[src/rtl/bpca_pkg.sv]
// Shared constants and register codes for the barometric pressure compensation block.
package bpca_pkg;

  localparam int ADC_W      = 10;
  localparam int S_TDATA_W  = 24;
  localparam int M_TDATA_W  = 24;
  localparam int VALUE_W    = 19;
  localparam int SUM_W      = 26;
  localparam int CFG_ADDR_W = 5;
  localparam int CFG_DATA_W = 32;

  localparam int A0_W  = 16;
  localparam int B1_W  = 16;
  localparam int B2_W  = 16;
  localparam int C12_W = 14;
  localparam int AVG_W = 8;

  localparam int CAL_FRAC = 22;
  localparam int A0_SHIFT = CAL_FRAC - 3;
  localparam int B1_SHIFT = CAL_FRAC - 13;
  localparam int B2_SHIFT = CAL_FRAC - 14;

  localparam int PRES_BASE  = 50;
  localparam int SPAN_MUL   = 115 - 50;
  localparam int ADC_FULL   = 1023;
  localparam int LIMIT_LO   = 49;
  localparam int LIMIT_HI   = 116;
  localparam longint CAL_DEN = longint'(ADC_FULL) <<< CAL_FRAC;

  typedef enum logic [2:0] {
    REG_A0  = 3'd0,
    REG_B1  = 3'd1,
    REG_B2  = 3'd2,
    REG_C12 = 3'd3,
    REG_AVG = 3'd4
  } reg_idx_t;

endpackage

[src/rtl/bpca_serial_div.sv]
// Restoring divider that produces one quotient bit per cycle.
module bpca_serial_div #(
  parameter int N = 29,
  parameter int M = 10
) (
  input  logic         clk,
  input  logic         rst,
  input  logic         start,
  input  logic [N-1:0] dividend,
  input  logic [M-1:0] divisor,
  output logic [N-1:0] quotient,
  output logic         done
);

  localparam int CNT_W = $clog2(N + 1);

  logic [N-1:0]     dq;
  logic [M-1:0]     rem;
  logic [M-1:0]     dvs;
  logic [CNT_W-1:0] count;
  logic             busy;
  logic [M:0]       partial;
  logic [M:0]       diff;
  logic             fits;

  assign partial  = {rem, dq[N-1]};
  assign diff     = partial - {1'b0, dvs};
  assign fits     = !diff[M];
  assign quotient = dq;

  always_ff @(posedge clk) begin
    if (rst) begin
      busy  <= 1'b0;
      done  <= 1'b0;
      count <= '0;
    end else begin
      done <= !start && busy && (count == CNT_W'(1));
      if (start) begin
        dq    <= dividend;
        rem   <= '0;
        dvs   <= divisor;
        count <= CNT_W'(N);
        busy  <= 1'b1;
      end else if (busy) begin
        rem   <= fits ? diff[M-1:0] : partial[M-1:0];
        dq    <= {dq[N-2:0], fits};
        count <= count - CNT_W'(1);
        if (count == CNT_W'(1)) begin
          busy <= 1'b0;
        end
      end
    end
  end

endmodule

[src/rtl/baro_pressure_compensate_average_top.sv]
// Top level: bit-serial pressure compensation, range check and running average.
// An out-of-range sample gives an error result without using the divider; an in-range
// sample is divided once to scale it, and a sample that completes an average once more.
// A new sample is taken only when the block is idle, after the previous one is done;
// the shift-add multiplier and the one-bit-per-cycle divider set the pace. A stalled
// result holds off the next one.
// Reset (rst, synchronous, active high) clears coefficients, count to 1, sum and result valid.
module baro_pressure_compensate_average_top #(
  parameter int MAX_SAMPLES = 128,
  parameter int FRAC_BITS   = 12
) (
  input  logic                               clk,
  input  logic                               rst,
  input  logic                               s_axis_tvalid,
  output logic                               s_axis_tready,
  // [9:0] pressure_adc, [19:10] temperature_adc, [23:20] zero
  input  logic [bpca_pkg::S_TDATA_W-1:0]     s_axis_tdata,
  output logic                               m_axis_tvalid,
  input  logic                               m_axis_tready,
  // [18:0] pressure_value, [23:19] zero
  output logic [bpca_pkg::M_TDATA_W-1:0]     m_axis_tdata,
  // [0] status
  output logic                               m_axis_tuser,
  input  logic                               psel,
  input  logic                               penable,
  input  logic                               pwrite,
  input  logic [bpca_pkg::CFG_ADDR_W-1:0]    paddr,
  input  logic [bpca_pkg::CFG_DATA_W-1:0]    pwdata,
  output logic [bpca_pkg::CFG_DATA_W-1:0]    prdata,
  output logic                               pready
);

  localparam int ADC_W  = bpca_pkg::ADC_W;
  localparam int TW     = 46;
  localparam int KW     = 26;
  localparam int STEP_W = $clog2(ADC_W);
  localparam int SHR    = bpca_pkg::CAL_FRAC - FRAC_BITS;
  localparam int VW     = FRAC_BITS + 7;
  localparam int CW     = $clog2(MAX_SAMPLES + 1);
  localparam int EW     = (CW > bpca_pkg::AVG_W) ? CW : bpca_pkg::AVG_W;
  localparam int SUM_W  = bpca_pkg::SUM_W;
  localparam int SAT_W  = ((SUM_W > VW) ? SUM_W : VW) + 1;
  localparam int DIV_N  = (FRAC_BITS + 17 > SUM_W) ? FRAC_BITS + 17 : SUM_W;
  localparam int DIV_M  = (CW > ADC_W) ? CW : ADC_W;

  localparam logic signed [TW-1:0] OFFSET =
    TW'(longint'(bpca_pkg::PRES_BASE) * bpca_pkg::CAL_DEN);
  localparam logic signed [TW-1:0] LIM_LO =
    TW'(longint'(bpca_pkg::LIMIT_LO) * bpca_pkg::CAL_DEN);
  localparam logic signed [TW-1:0] LIM_HI =
    TW'(longint'(bpca_pkg::LIMIT_HI) * bpca_pkg::CAL_DEN);
  localparam int SPAN_SHIFT = $clog2(bpca_pkg::SPAN_MUL) - 1;

  typedef enum logic [3:0] {
    ST_IDLE,
    ST_MUL_T,
    ST_MUL_P,
    ST_SCALE,
    ST_CHECK,
    ST_DIV_P,
    ST_ACCUM,
    ST_DIV_M,
    ST_OUT
  } state_t;

  state_t state;

  logic signed [bpca_pkg::A0_W-1:0]  coef_a0;
  logic signed [bpca_pkg::B1_W-1:0]  coef_b1;
  logic signed [bpca_pkg::B2_W-1:0]  coef_b2;
  logic signed [bpca_pkg::C12_W-1:0] coef_c12;
  logic [bpca_pkg::AVG_W-1:0]        average_count;

  logic [STEP_W-1:0]       step;
  logic [ADC_W-1:0]        p_sh;
  logic [ADC_W-1:0]        t_sh;
  logic signed [KW-1:0]    mc;
  logic signed [TW-1:0]    mk;
  logic signed [TW-1:0]    mb;
  logic signed [TW-1:0]    acc;
  logic signed [TW-1:0]    acc_t_next;
  logic signed [TW-1:0]    acc_p_next;
  logic [TW-1:0]           acc_u;
  logic [VW-1:0]           value;
  logic [SUM_W-1:0]        pressure_sum;
  logic [CW-1:0]           samples_taken;
  logic [SAT_W-1:0]        sum_add;
  logic [SUM_W-1:0]        sum_next;
  logic [CW-1:0]           taken_next;
  logic [EW-1:0]           eff_count;
  logic                    last_step;
  logic                    in_range;
  logic                    avg_done;
  logic                    div_go;

  logic                    div_start;
  logic [DIV_N-1:0]        div_dividend;
  logic [DIV_M-1:0]        div_divisor;
  logic [DIV_N-1:0]        div_quot;
  logic                    div_done;

  logic [bpca_pkg::VALUE_W-1:0] res_value;
  logic                         res_status;
  logic [bpca_pkg::VALUE_W-1:0] m_value;
  logic                         m_status;
  logic                         m_valid;

  logic                         cfg_write;
  bpca_pkg::reg_idx_t           cfg_idx;

  bpca_serial_div #(
    .N(DIV_N),
    .M(DIV_M)
  ) u_div (
    .clk      (clk),
    .rst      (rst),
    .start    (div_start),
    .dividend (div_dividend),
    .divisor  (div_divisor),
    .quotient (div_quot),
    .done     (div_done)
  );

  assign s_axis_tready = (state == ST_IDLE);
  assign m_axis_tvalid = m_valid;
  assign m_axis_tdata  = bpca_pkg::M_TDATA_W'(m_value);
  assign m_axis_tuser  = m_status;
  assign pready        = 1'b1;

  assign last_step  = (step == STEP_W'(ADC_W - 1));
  assign acc_t_next = acc + (t_sh[0] ? TW'(mc) : TW'(0));
  assign acc_p_next = acc + (p_sh[0] ? mk : TW'(0)) + (t_sh[0] ? mb : TW'(0));
  assign acc_u      = acc;

  assign sum_add    = SAT_W'(pressure_sum) + SAT_W'(value);
  assign sum_next   = (sum_add[SAT_W-1:SUM_W] != '0) ? {SUM_W{1'b1}} : sum_add[SUM_W-1:0];
  assign taken_next = samples_taken + CW'(1);

  assign in_range = !(acc < LIM_LO || acc > LIM_HI);
  assign avg_done = (EW'(taken_next) >= eff_count);
  assign div_go   = ((state == ST_CHECK) && in_range) || ((state == ST_ACCUM) && avg_done);

  always_comb begin
    if (average_count == '0) begin
      eff_count = EW'(1);
    end else if (EW'(average_count) > EW'(MAX_SAMPLES)) begin
      eff_count = EW'(MAX_SAMPLES);
    end else begin
      eff_count = EW'(average_count);
    end
  end

  always_ff @(posedge clk) begin
    if (rst) begin
      state         <= ST_IDLE;
      m_valid       <= 1'b0;
      div_start     <= 1'b0;
      pressure_sum  <= '0;
      samples_taken <= '0;
      step          <= '0;
    end else begin
      div_start <= div_go;
      if (m_valid && m_axis_tready && (state != ST_OUT)) begin
        m_valid <= 1'b0;
      end
      case (state)
        ST_IDLE: begin
          if (s_axis_tvalid) begin
            p_sh  <= s_axis_tdata[ADC_W-1:0];
            t_sh  <= s_axis_tdata[2*ADC_W-1:ADC_W];
            acc   <= TW'(coef_b1) <<< bpca_pkg::B1_SHIFT;
            mc    <= KW'(coef_c12);
            step  <= '0;
            state <= ST_MUL_T;
          end
        end
        ST_MUL_T: begin
          mc   <= mc <<< 1;
          t_sh <= {t_sh[0], t_sh[ADC_W-1:1]};
          step <= last_step ? '0 : step + STEP_W'(1);
          if (last_step) begin
            mk    <= acc_t_next;
            mb    <= TW'(coef_b2) <<< bpca_pkg::B2_SHIFT;
            acc   <= TW'(coef_a0) <<< bpca_pkg::A0_SHIFT;
            state <= ST_MUL_P;
          end else begin
            acc <= acc_t_next;
          end
        end
        ST_MUL_P: begin
          acc  <= acc_p_next;
          mk   <= mk <<< 1;
          mb   <= mb <<< 1;
          p_sh <= p_sh >> 1;
          t_sh <= t_sh >> 1;
          step <= step + STEP_W'(1);
          if (last_step) begin
            state <= ST_SCALE;
          end
        end
        ST_SCALE: begin
          acc   <= OFFSET + (acc <<< SPAN_SHIFT) + acc;
          state <= ST_CHECK;
        end
        ST_CHECK: begin
          if (!in_range) begin
            res_value     <= '0;
            res_status    <= 1'b1;
            pressure_sum  <= '0;
            samples_taken <= '0;
            state         <= ST_OUT;
          end else begin
            div_dividend <= DIV_N'(acc_u >> SHR);
            div_divisor  <= DIV_M'(bpca_pkg::ADC_FULL);
            state        <= ST_DIV_P;
          end
        end
        ST_DIV_P: begin
          if (div_done) begin
            value <= div_quot[VW-1:0];
            state <= ST_ACCUM;
          end
        end
        ST_ACCUM: begin
          pressure_sum  <= sum_next;
          samples_taken <= taken_next;
          if (avg_done) begin
            div_dividend <= DIV_N'(sum_next);
            div_divisor  <= DIV_M'(taken_next);
            state        <= ST_DIV_M;
          end else begin
            state <= ST_IDLE;
          end
        end
        ST_DIV_M: begin
          if (div_done) begin
            res_value     <= bpca_pkg::VALUE_W'(div_quot);
            res_status    <= 1'b0;
            pressure_sum  <= '0;
            samples_taken <= '0;
            state         <= ST_OUT;
          end
        end
        ST_OUT: begin
          if (!m_valid || m_axis_tready) begin
            m_value  <= res_value;
            m_status <= res_status;
            m_valid  <= 1'b1;
            state    <= ST_IDLE;
          end
        end
        default: begin
          state <= ST_IDLE;
        end
      endcase
    end
  end

  assign cfg_write = psel && penable && pwrite && pready;
  assign cfg_idx   = bpca_pkg::reg_idx_t'(paddr[bpca_pkg::CFG_ADDR_W-1:2]);

  always_ff @(posedge clk) begin
    if (rst) begin
      coef_a0       <= '0;
      coef_b1       <= '0;
      coef_b2       <= '0;
      coef_c12      <= '0;
      average_count <= bpca_pkg::AVG_W'(1);
    end else if (cfg_write) begin
      case (cfg_idx)
        bpca_pkg::REG_A0:  coef_a0       <= pwdata[bpca_pkg::A0_W-1:0];
        bpca_pkg::REG_B1:  coef_b1       <= pwdata[bpca_pkg::B1_W-1:0];
        bpca_pkg::REG_B2:  coef_b2       <= pwdata[bpca_pkg::B2_W-1:0];
        bpca_pkg::REG_C12: coef_c12      <= pwdata[bpca_pkg::C12_W-1:0];
        bpca_pkg::REG_AVG: average_count <= pwdata[bpca_pkg::AVG_W-1:0];
        default: begin
        end
      endcase
    end
  end

  always_comb begin
    case (cfg_idx)
      bpca_pkg::REG_A0:  prdata = bpca_pkg::CFG_DATA_W'(unsigned'(coef_a0));
      bpca_pkg::REG_B1:  prdata = bpca_pkg::CFG_DATA_W'(unsigned'(coef_b1));
      bpca_pkg::REG_B2:  prdata = bpca_pkg::CFG_DATA_W'(unsigned'(coef_b2));
      bpca_pkg::REG_C12: prdata = bpca_pkg::CFG_DATA_W'(unsigned'(coef_c12));
      bpca_pkg::REG_AVG: prdata = bpca_pkg::CFG_DATA_W'(average_count);
      default:           prdata = '0;
    endcase
  end

endmodule

[config.mk]
export PLATFORM = sky130hd
export DESIGN_NAME = baro_pressure_compensate_average_top
export DESIGN_NICKNAME = d
export VERILOG_FILES = /design/src/rtl/bpca_pkg.sv /design/src/rtl/bpca_serial_div.sv /design/src/rtl/baro_pressure_compensate_average_top.sv
export SDC_FILE = /design/constraint.sdc
export NUM_CORES = 1
export LEC_CHECK = 0
export BUFFER_PORTS_ARGS = -buffer_cell sky130_fd_sc_hd__buf_2
export CORE_ASPECT_RATIO = 1.4
export CORE_UTILIZATION = 55
export DETAILED_ROUTE_END_ITERATION = 12
export PLACE_DENSITY = 0.76
export SLEW_MARGIN = 0
export SYNTH_ARGS = -nofsm -noshare
export SYNTH_HDL_FRONTEND = slang
export SYNTH_SLANG_ARGS = --single-unit
[constraint.sdc]
create_clock -name clk -period 7.8 [get_ports clk]
set_clock_uncertainty 0.2 [all_clocks]
set_input_delay 1.17 -clock clk [delete_from_list [all_inputs] [get_ports clk]]
set_output_delay 1.17 -clock clk [all_outputs]
set_load 0.01 [all_outputs]
# --- After elaboration in Yosys (flattened, before gate mapping) ---
# Index checks and enable logic that the tools add are counted.
word_totals:
  register_bits: 452
  in_bits: 68
classes:
  addsub: 10
  magnitude_cmp: 4
  eq_ne: 24
  mux: 62
  bitwise: 1
  n_reduce_logical: 47
ops:
  columns: ["op", "count"]
  rows:
  - ["$mux W46", 7]
  - ["$add A46 B46 Y46", 4]
  - ["$pmux W46 S2", 2]
  - ["$pmux W46 S4", 1]
  - ["$mux W29", 4]
  - ["$mux W26", 4]
  - ["$pmux W16 S5", 1]
  - ["$pmux W26 S3", 1]
  - ["$mux W10", 6]
  - ["$pmux W29 S2", 1]
  - ["$pmux W26 S2", 1]
  - ["$add A39 B46 Y46 const A", 1]
  - ["$gt A46 B40 Y1 const B", 1]
  - ["$lt A46 B39 Y1 const B", 1]
  - ["$pmux W10 S2", 2]
  - ["$mux W19", 2]
  - ["$pmux W19 S2", 1]
  - ["$mux W4", 9]
  - ["$pmux W4 S9", 1]
  - ["$mux W8", 4]
  - ["$pmux W10 S3", 1]
  - ["$add A26 B19 Y27", 1]
  - ["$pmux W8 S3", 1]
  - ["$reduce_and A3 Y1", 8]
  - ["other kinds (36)", 83]

# --- Depth between registers and ports, before layout ---
depth:
  ltp_word: 6
  mapped_depth: 16
  depth_no_buf: 15

# --- Hierarchy ---
# A second synthesis with hierarchy kept.
hier_totals:
  cells_unflattened: 3287
  area_unflattened_um2: 30386.6
by_module_without_submodules:
  columns: ["mod", "instances", "cells_each", "area_each_um2"]
  rows:
  - ["baro_pressure_compensate_average_top", 1, 3075, 27518.9]
  - ["bpca_serial_div", 1, 212, 2867.8]

# --- Worst setup path after synthesis ---
# OpenSTA, ideal clock, no wires.
synth_path:
  path_kind: "input to register"
  start: "input port rst"
  end: "register t_sh[0], enable pin"
  setup_time_ns: 0.347
  arrival_ns: 6.343
  required_ns: 7.253
  slack_ns: 0.910
  cell_stages: 2
  n_path_buf: 0
  path_cell_list: "nor4_1 -> and2_1"
synth_between:
  elab_chain_cells: 2
synth_lines:
  columns: ["element", "line", "source"]
  rows:
  - ["from (decl)", "baro_pressure_compensate_average_top.sv:13", "input logic rst,"]
  - ["$not A1 Y1 (no line)", null, null]
  - ["$reduce_and A3 Y1 (no line)", null, null]
  - ["to (signal assigned)", "baro_pressure_compensate_average_top.sv:170", "t_sh <= s_axis_tdata[2*ADC_W-1:ADC_W];"]
  - ["to (signal assigned)", "baro_pressure_compensate_average_top.sv:179", "t_sh <= {t_sh[0], t_sh[ADC_W-1:1]};"]
  - ["to (signal assigned)", "baro_pressure_compensate_average_top.sv:195", "t_sh <= t_sh >> 1;"]
  - ["to (decl)", "baro_pressure_compensate_average_top.sv:76", "logic [ADC_W-1:0] t_sh;"]
# Every way passes these cells.
# A chain may end at the register's enable or synchronous reset.

# --- Final worst setup path ---
layout_path:
  start: "register t_sh[0]"
  end: "register acc[42] (data pin)"
layout_between:
  elab_chain_cells: 4
  elab_cells_between_ends: 6
  cone_classes: "2 x add/sub; 4 x mux"
layout_lines:
  columns: ["element", "line", "source"]
  rows:
  - ["$mux W46", "baro_pressure_compensate_average_top.sv:131", "assign acc_t_next = acc + (t_sh[0] ? TW'(mc) : TW'(0));"]
  - ["$add A46 B46 Y46", "baro_pressure_compensate_average_top.sv:131", null]
  - ["$mux W46", "baro_pressure_compensate_average_top.sv:181", "if (last_step) begin"]
  - ["$pmux W46 S4 *", "baro_pressure_compensate_average_top.sv:166", "case (state)"]
  - ["to (signal assigned)", "baro_pressure_compensate_average_top.sv:171", "acc <= TW'(coef_b1) <<< bpca_pkg::B1_SHIFT;"]
  - ["to (signal assigned)", "baro_pressure_compensate_average_top.sv:184", "acc <= TW'(coef_a0) <<< bpca_pkg::A0_SHIFT;"]
  - ["to (signal assigned)", "baro_pressure_compensate_average_top.sv:187", "acc <= acc_t_next;"]
  - ["to (decl)", "baro_pressure_compensate_average_top.sv:80", "logic signed [TW-1:0] acc;"]
# Every way passes the cells marked *; elsewhere a longest branch is shown, timed or not.

==> impl_summary.txt <==
----------------------------------------------------
[STA]
  Count of endpoints failing setup in the final report ... 0
  Setup repair after global routing missed its margin ... false
  Worst Tran Pin Value ... around 1.3 ns
  Total negative slack ... 0 ns
  Peak Freq ... between 150 and 200 MHz
  Final critical path time including I/O delays and setup ... around 5.5 ns
  Final period util ... a little over two thirds
  Count of endpoints failing hold in the final timing report ... 0
  Total count of max-transition violations in the final report ... 0
  Max_slew headroom ... 15.24%

[GRT]
  Combined global-route utilization of all metal layers ... between 30% and 40%
  Global-route wire length before repair ... about 130 mm
  Initial antenna violation count ... 1
  Vias in the first global route ... ~24000
  GR Overflow Total ... 0
  Largest net degree at the start of global routing ... a little under 80

[Logic synthesis]
  Synth Cell Area ... 29490 um^2
  Seq cells post-synth ... 442
  Mean Syn Cell Area ... ~9.3 um^2
  Count of unique library cells instantiated by Yosys ... 83
  Most used DFF post-synth ... edfxtp_1
  Async set-or-reset flop fraction in the synthesized netlist ... 0%
  Sequential cell area fraction in the yosys report ... 40.90%
  Cells after synthesis ... roughly 3200
  Number of warning messages in the yosys log ... 0
  Number of synthesized flops with an enable pin ... roughly 320

[Routing]
  Initial DRC count ... ~2100
  Wire length after detailed routing ... roughly 84 mm
  Post-detailed-route DRC marker count ... 0
  Routed wire per std cell ... between 20 and 25 um
  Via-to-Cell Ratio ... 6.205
  Count of vias placed by the detailed router ... 24450
  First-pass iteration count of the detailed router ... 10
  Remaining antenna violation count ... 0

[Floorplanning]
  Chip Height ... 276.0 um
  Num ports ... 128
  Width of the die ... 197.7 um
  Starting utilization of the core area ... a little under three fifths
  Standard-cell row count ... 100
  Area of the die ... 54560 um^2
  Std-Cell Core Area ... between 50000 and 60000 um^2

[Placement]
  Placer Congestion ... just under 1
  Placed Instance Area ... between 30000 and 40000 um^2
  # port buffers ... between 80 and 90
  Placed Cells ... between 3000 and 4000
  Placed wire-length estimate ... 61.70 mm

[Clock network]
  Number of hold buffers added after CTS ... 0
  Max H-tree Level ... 2
  # resized after CTS ... 0
  Number of clock buffers inserted by TritonCTS ... 46
  Number of buffers inserted by post-CTS setup repair ... 0
  Latest clock arrival within the worst-skew pair ... 0.62 ns
  Clock sink count ... roughly 440
  Number of buffers between clock root and the deepest sink ... 3
  Root buffer cell ... clkbuf_16
  CTS tree ... built
  Clock-pin slew reported for the worst setup and hold paths after clock tree synthesis ... approximately 0.07 ns

[Cells and area]
  Number of nets in the layout ... 3515
  Area of all placed cells without fillers ... about 32000 um^2
  Fill cell count ... approximately 4600
  Total area of multi-input combinational cells ... 16480 um^2
  Fraction of layout cells with a size suffix above 1 ... 8.153%
  Area growth from synthesis to layout ... 8.274%
  Area taken by flip-flops and latches ... 12060 um^2
  Antenna diode instance count ... 0
  Non-Filler Instances ... 3940

[Critical path]
  Worst setup path startpoint ... t_sh[0]
  Worst setup path class ... reg2reg
  CP Launch Type ... flip-flop
  Kind of capture point of the worst setup path ... flip-flop
  Logic depth of the worst register-to-register path ... 12
  Critical path required time ... ~8 ns
  Largest fanout on the critical path ... 38
  Signal arrival time at the worst endpoint ... roughly 5.6 ns
  Worst reg2reg path startpoint ... t_sh[0]

[Power and ir drop]
  Overall power after layout ... 13.60 mW
  Total power density per cell area ... around 430 nW/um^2
  Pleak ... 12.96 nW
  Maximum resistive drop on vdd ... between 200 and 300 uV

[Min path]
  Hold path depth ... 0
  Hold_sp ... div_divisor[3]
  Path type of the worst min-delay path ... reg2reg

[Run]
  Count of max-cap constraint violations ... 0

[Outcome]
  Result of the run ... completed

----------------------------------------------------
[kinds of logic (layout without fill, tap and decap cells)]
family / after synthesis / after routing / synth area share, %
other: 2 / 22 / 0.02547
AO/OA/AOI/OAI: 833 / 833 / 17.68
multiplexers: 87 / 87 / 3.386
AND/OR/NAND/NOR: 1143 / 1143 / 17.73
adder cells (fa/ha/maj): 258 / 258 / 12.02
flip-flops: 442 / 442 / 40.90
buffers and inverters: 269 / 289 / 3.747
XOR/XNOR: 152 / 152 / 4.515
[per-layer routing]
layer	vias up	GRT usage, %	wire length (um)
met2	1049	52.29	40150
met5	-	0	13
met1	11750	38.90	33320
li1	11430	-	-
met4	2	14.24	3830
met3	219	4.823	6476
[worst max-delay path, stage by stage, from the launching register on]
cell	delay, ns
edfxtp_1	0.88
buf_4	0.48
and2_1	0.79
ha_1	0.38
inv_1	0.13
nor3_1	0.42
nand2_1	0.19
or4b_1	0.56
o21ai_0	0.27
a21oi_1	0.13
xor2_1	0.30
a21oi_1	0.12
a2111o_1	0.34
[sequential cells by signal, summed over array words and instances (netlist names), 19 cells and up]
signal,cells
mb,38
acc,46
res_value,19
value,19
mc,26
div_dividend,29
pressure_sum,26
mk,46
u_div.quotient,29
m_value,19
[where the power goes]
group / switching [mW] / internal (mW)
clock network: 1.02 / 1.24
registers: 0.447 / 3.06
logic: 4.96 / 2.87
[through the flow]
stage          hold WS [ns]  util, %  setup WS, ns
5_1_grt              0.2247    60.18         2.115
2_1_floorplan        0.2003        -        0.9101
3_5_place_dp         0.2045    57.31         2.464
4_1_cts              0.2170    60.18         2.434
6_report             0.2157    60.18         2.322
3_3_place_gp         0.2002    57.31         2.475
[cell type report]
cell class	count	share of cell area, %
Clock buffer	59	3.985
Inverter	96	1.129
Tap cell	714	2.798
Clock inverter	26	0.7838
Sequential cell	442	37.78
Timing Repair Buffer	108	1.897
Multi-Input combinational cell	2495	51.63
[cells in the final DEF, fill, tap and decap left out, types with 25 or more instances in the layout]
cell / instances
ha_1: 216
mux2i_1: 39
dfxtp_1: 120
nor2_1: 203
a21o_1: 95
nand3_1: 53
nor3_1: 34
fa_1: 42
xnor2_1: 87
nand2b_1: 30
a31oi_1: 28
nand4_1: 25
o21ai_0: 185
buf_2: 82
buf_4: 26
mux2_2: 42
nor2b_1: 38
clkbuf_16: 48
nand2_1: 539
and2_1: 138
a211oi_1: 26
a21oi_1: 277
inv_1: 96
xor2_1: 65
edfxtp_1: 321
[synthesized netlist by cell type (7+ instances only)]
library cell  count  area [um^2]
dfxtp_1         121         2422
a21oi_1         278         1391
nor2_1          207        777.0
ha_1            216         2703
o22ai_1          12        75.07
a31oi_1          28        175.2
a221oi_1         12        105.1
o221ai_1         12        105.1
nand2_1         540         2027
o21a_1           19        142.6
buf_4            22        165.2
mux2_2           42        473.0
o21ai_0         185        925.9
and2_1          138        863.3
a21o_1           95        713.2
nand3b_1         10        75.07
fa_1             42        840.8
xor2_1           65        569.3
nand3_1          53        265.3
edfxtp_1        321         9639
nor4_1           13        81.33
o31ai_1           7        52.55
o21bai_1         21        157.7
nand4_1          25        156.4
mux2i_1          39        390.4
a222oi_1         10        100.1
xnor2_1          87        762.0
and3_1           14        87.58
nor3_1           39        195.2
nand2b_1         30        187.7
a211oi_1         26        195.2
nor2b_1          38        237.7
o21ai_1          14        70.07
o211ai_1         22        165.2
inv_1            96        360.4
a22oi_1          13        97.59
or3_1            12        75.07
buf_1            19        71.32
clkbuf_1        127        476.7
[path summary, 6_finish.rpt]
| kind | end | slack [ns] |
|---|---|---|
| worst max-delay path | acc[42] | 2.32 |
| worst min-delay path | u_div.dvs[3] | 0.22 |
| worst max register to register | acc[42] | 2.32 |
| worst min register to register | u_div.dvs[3] | 0.22 |
Power figures use the tool's default switching activity.
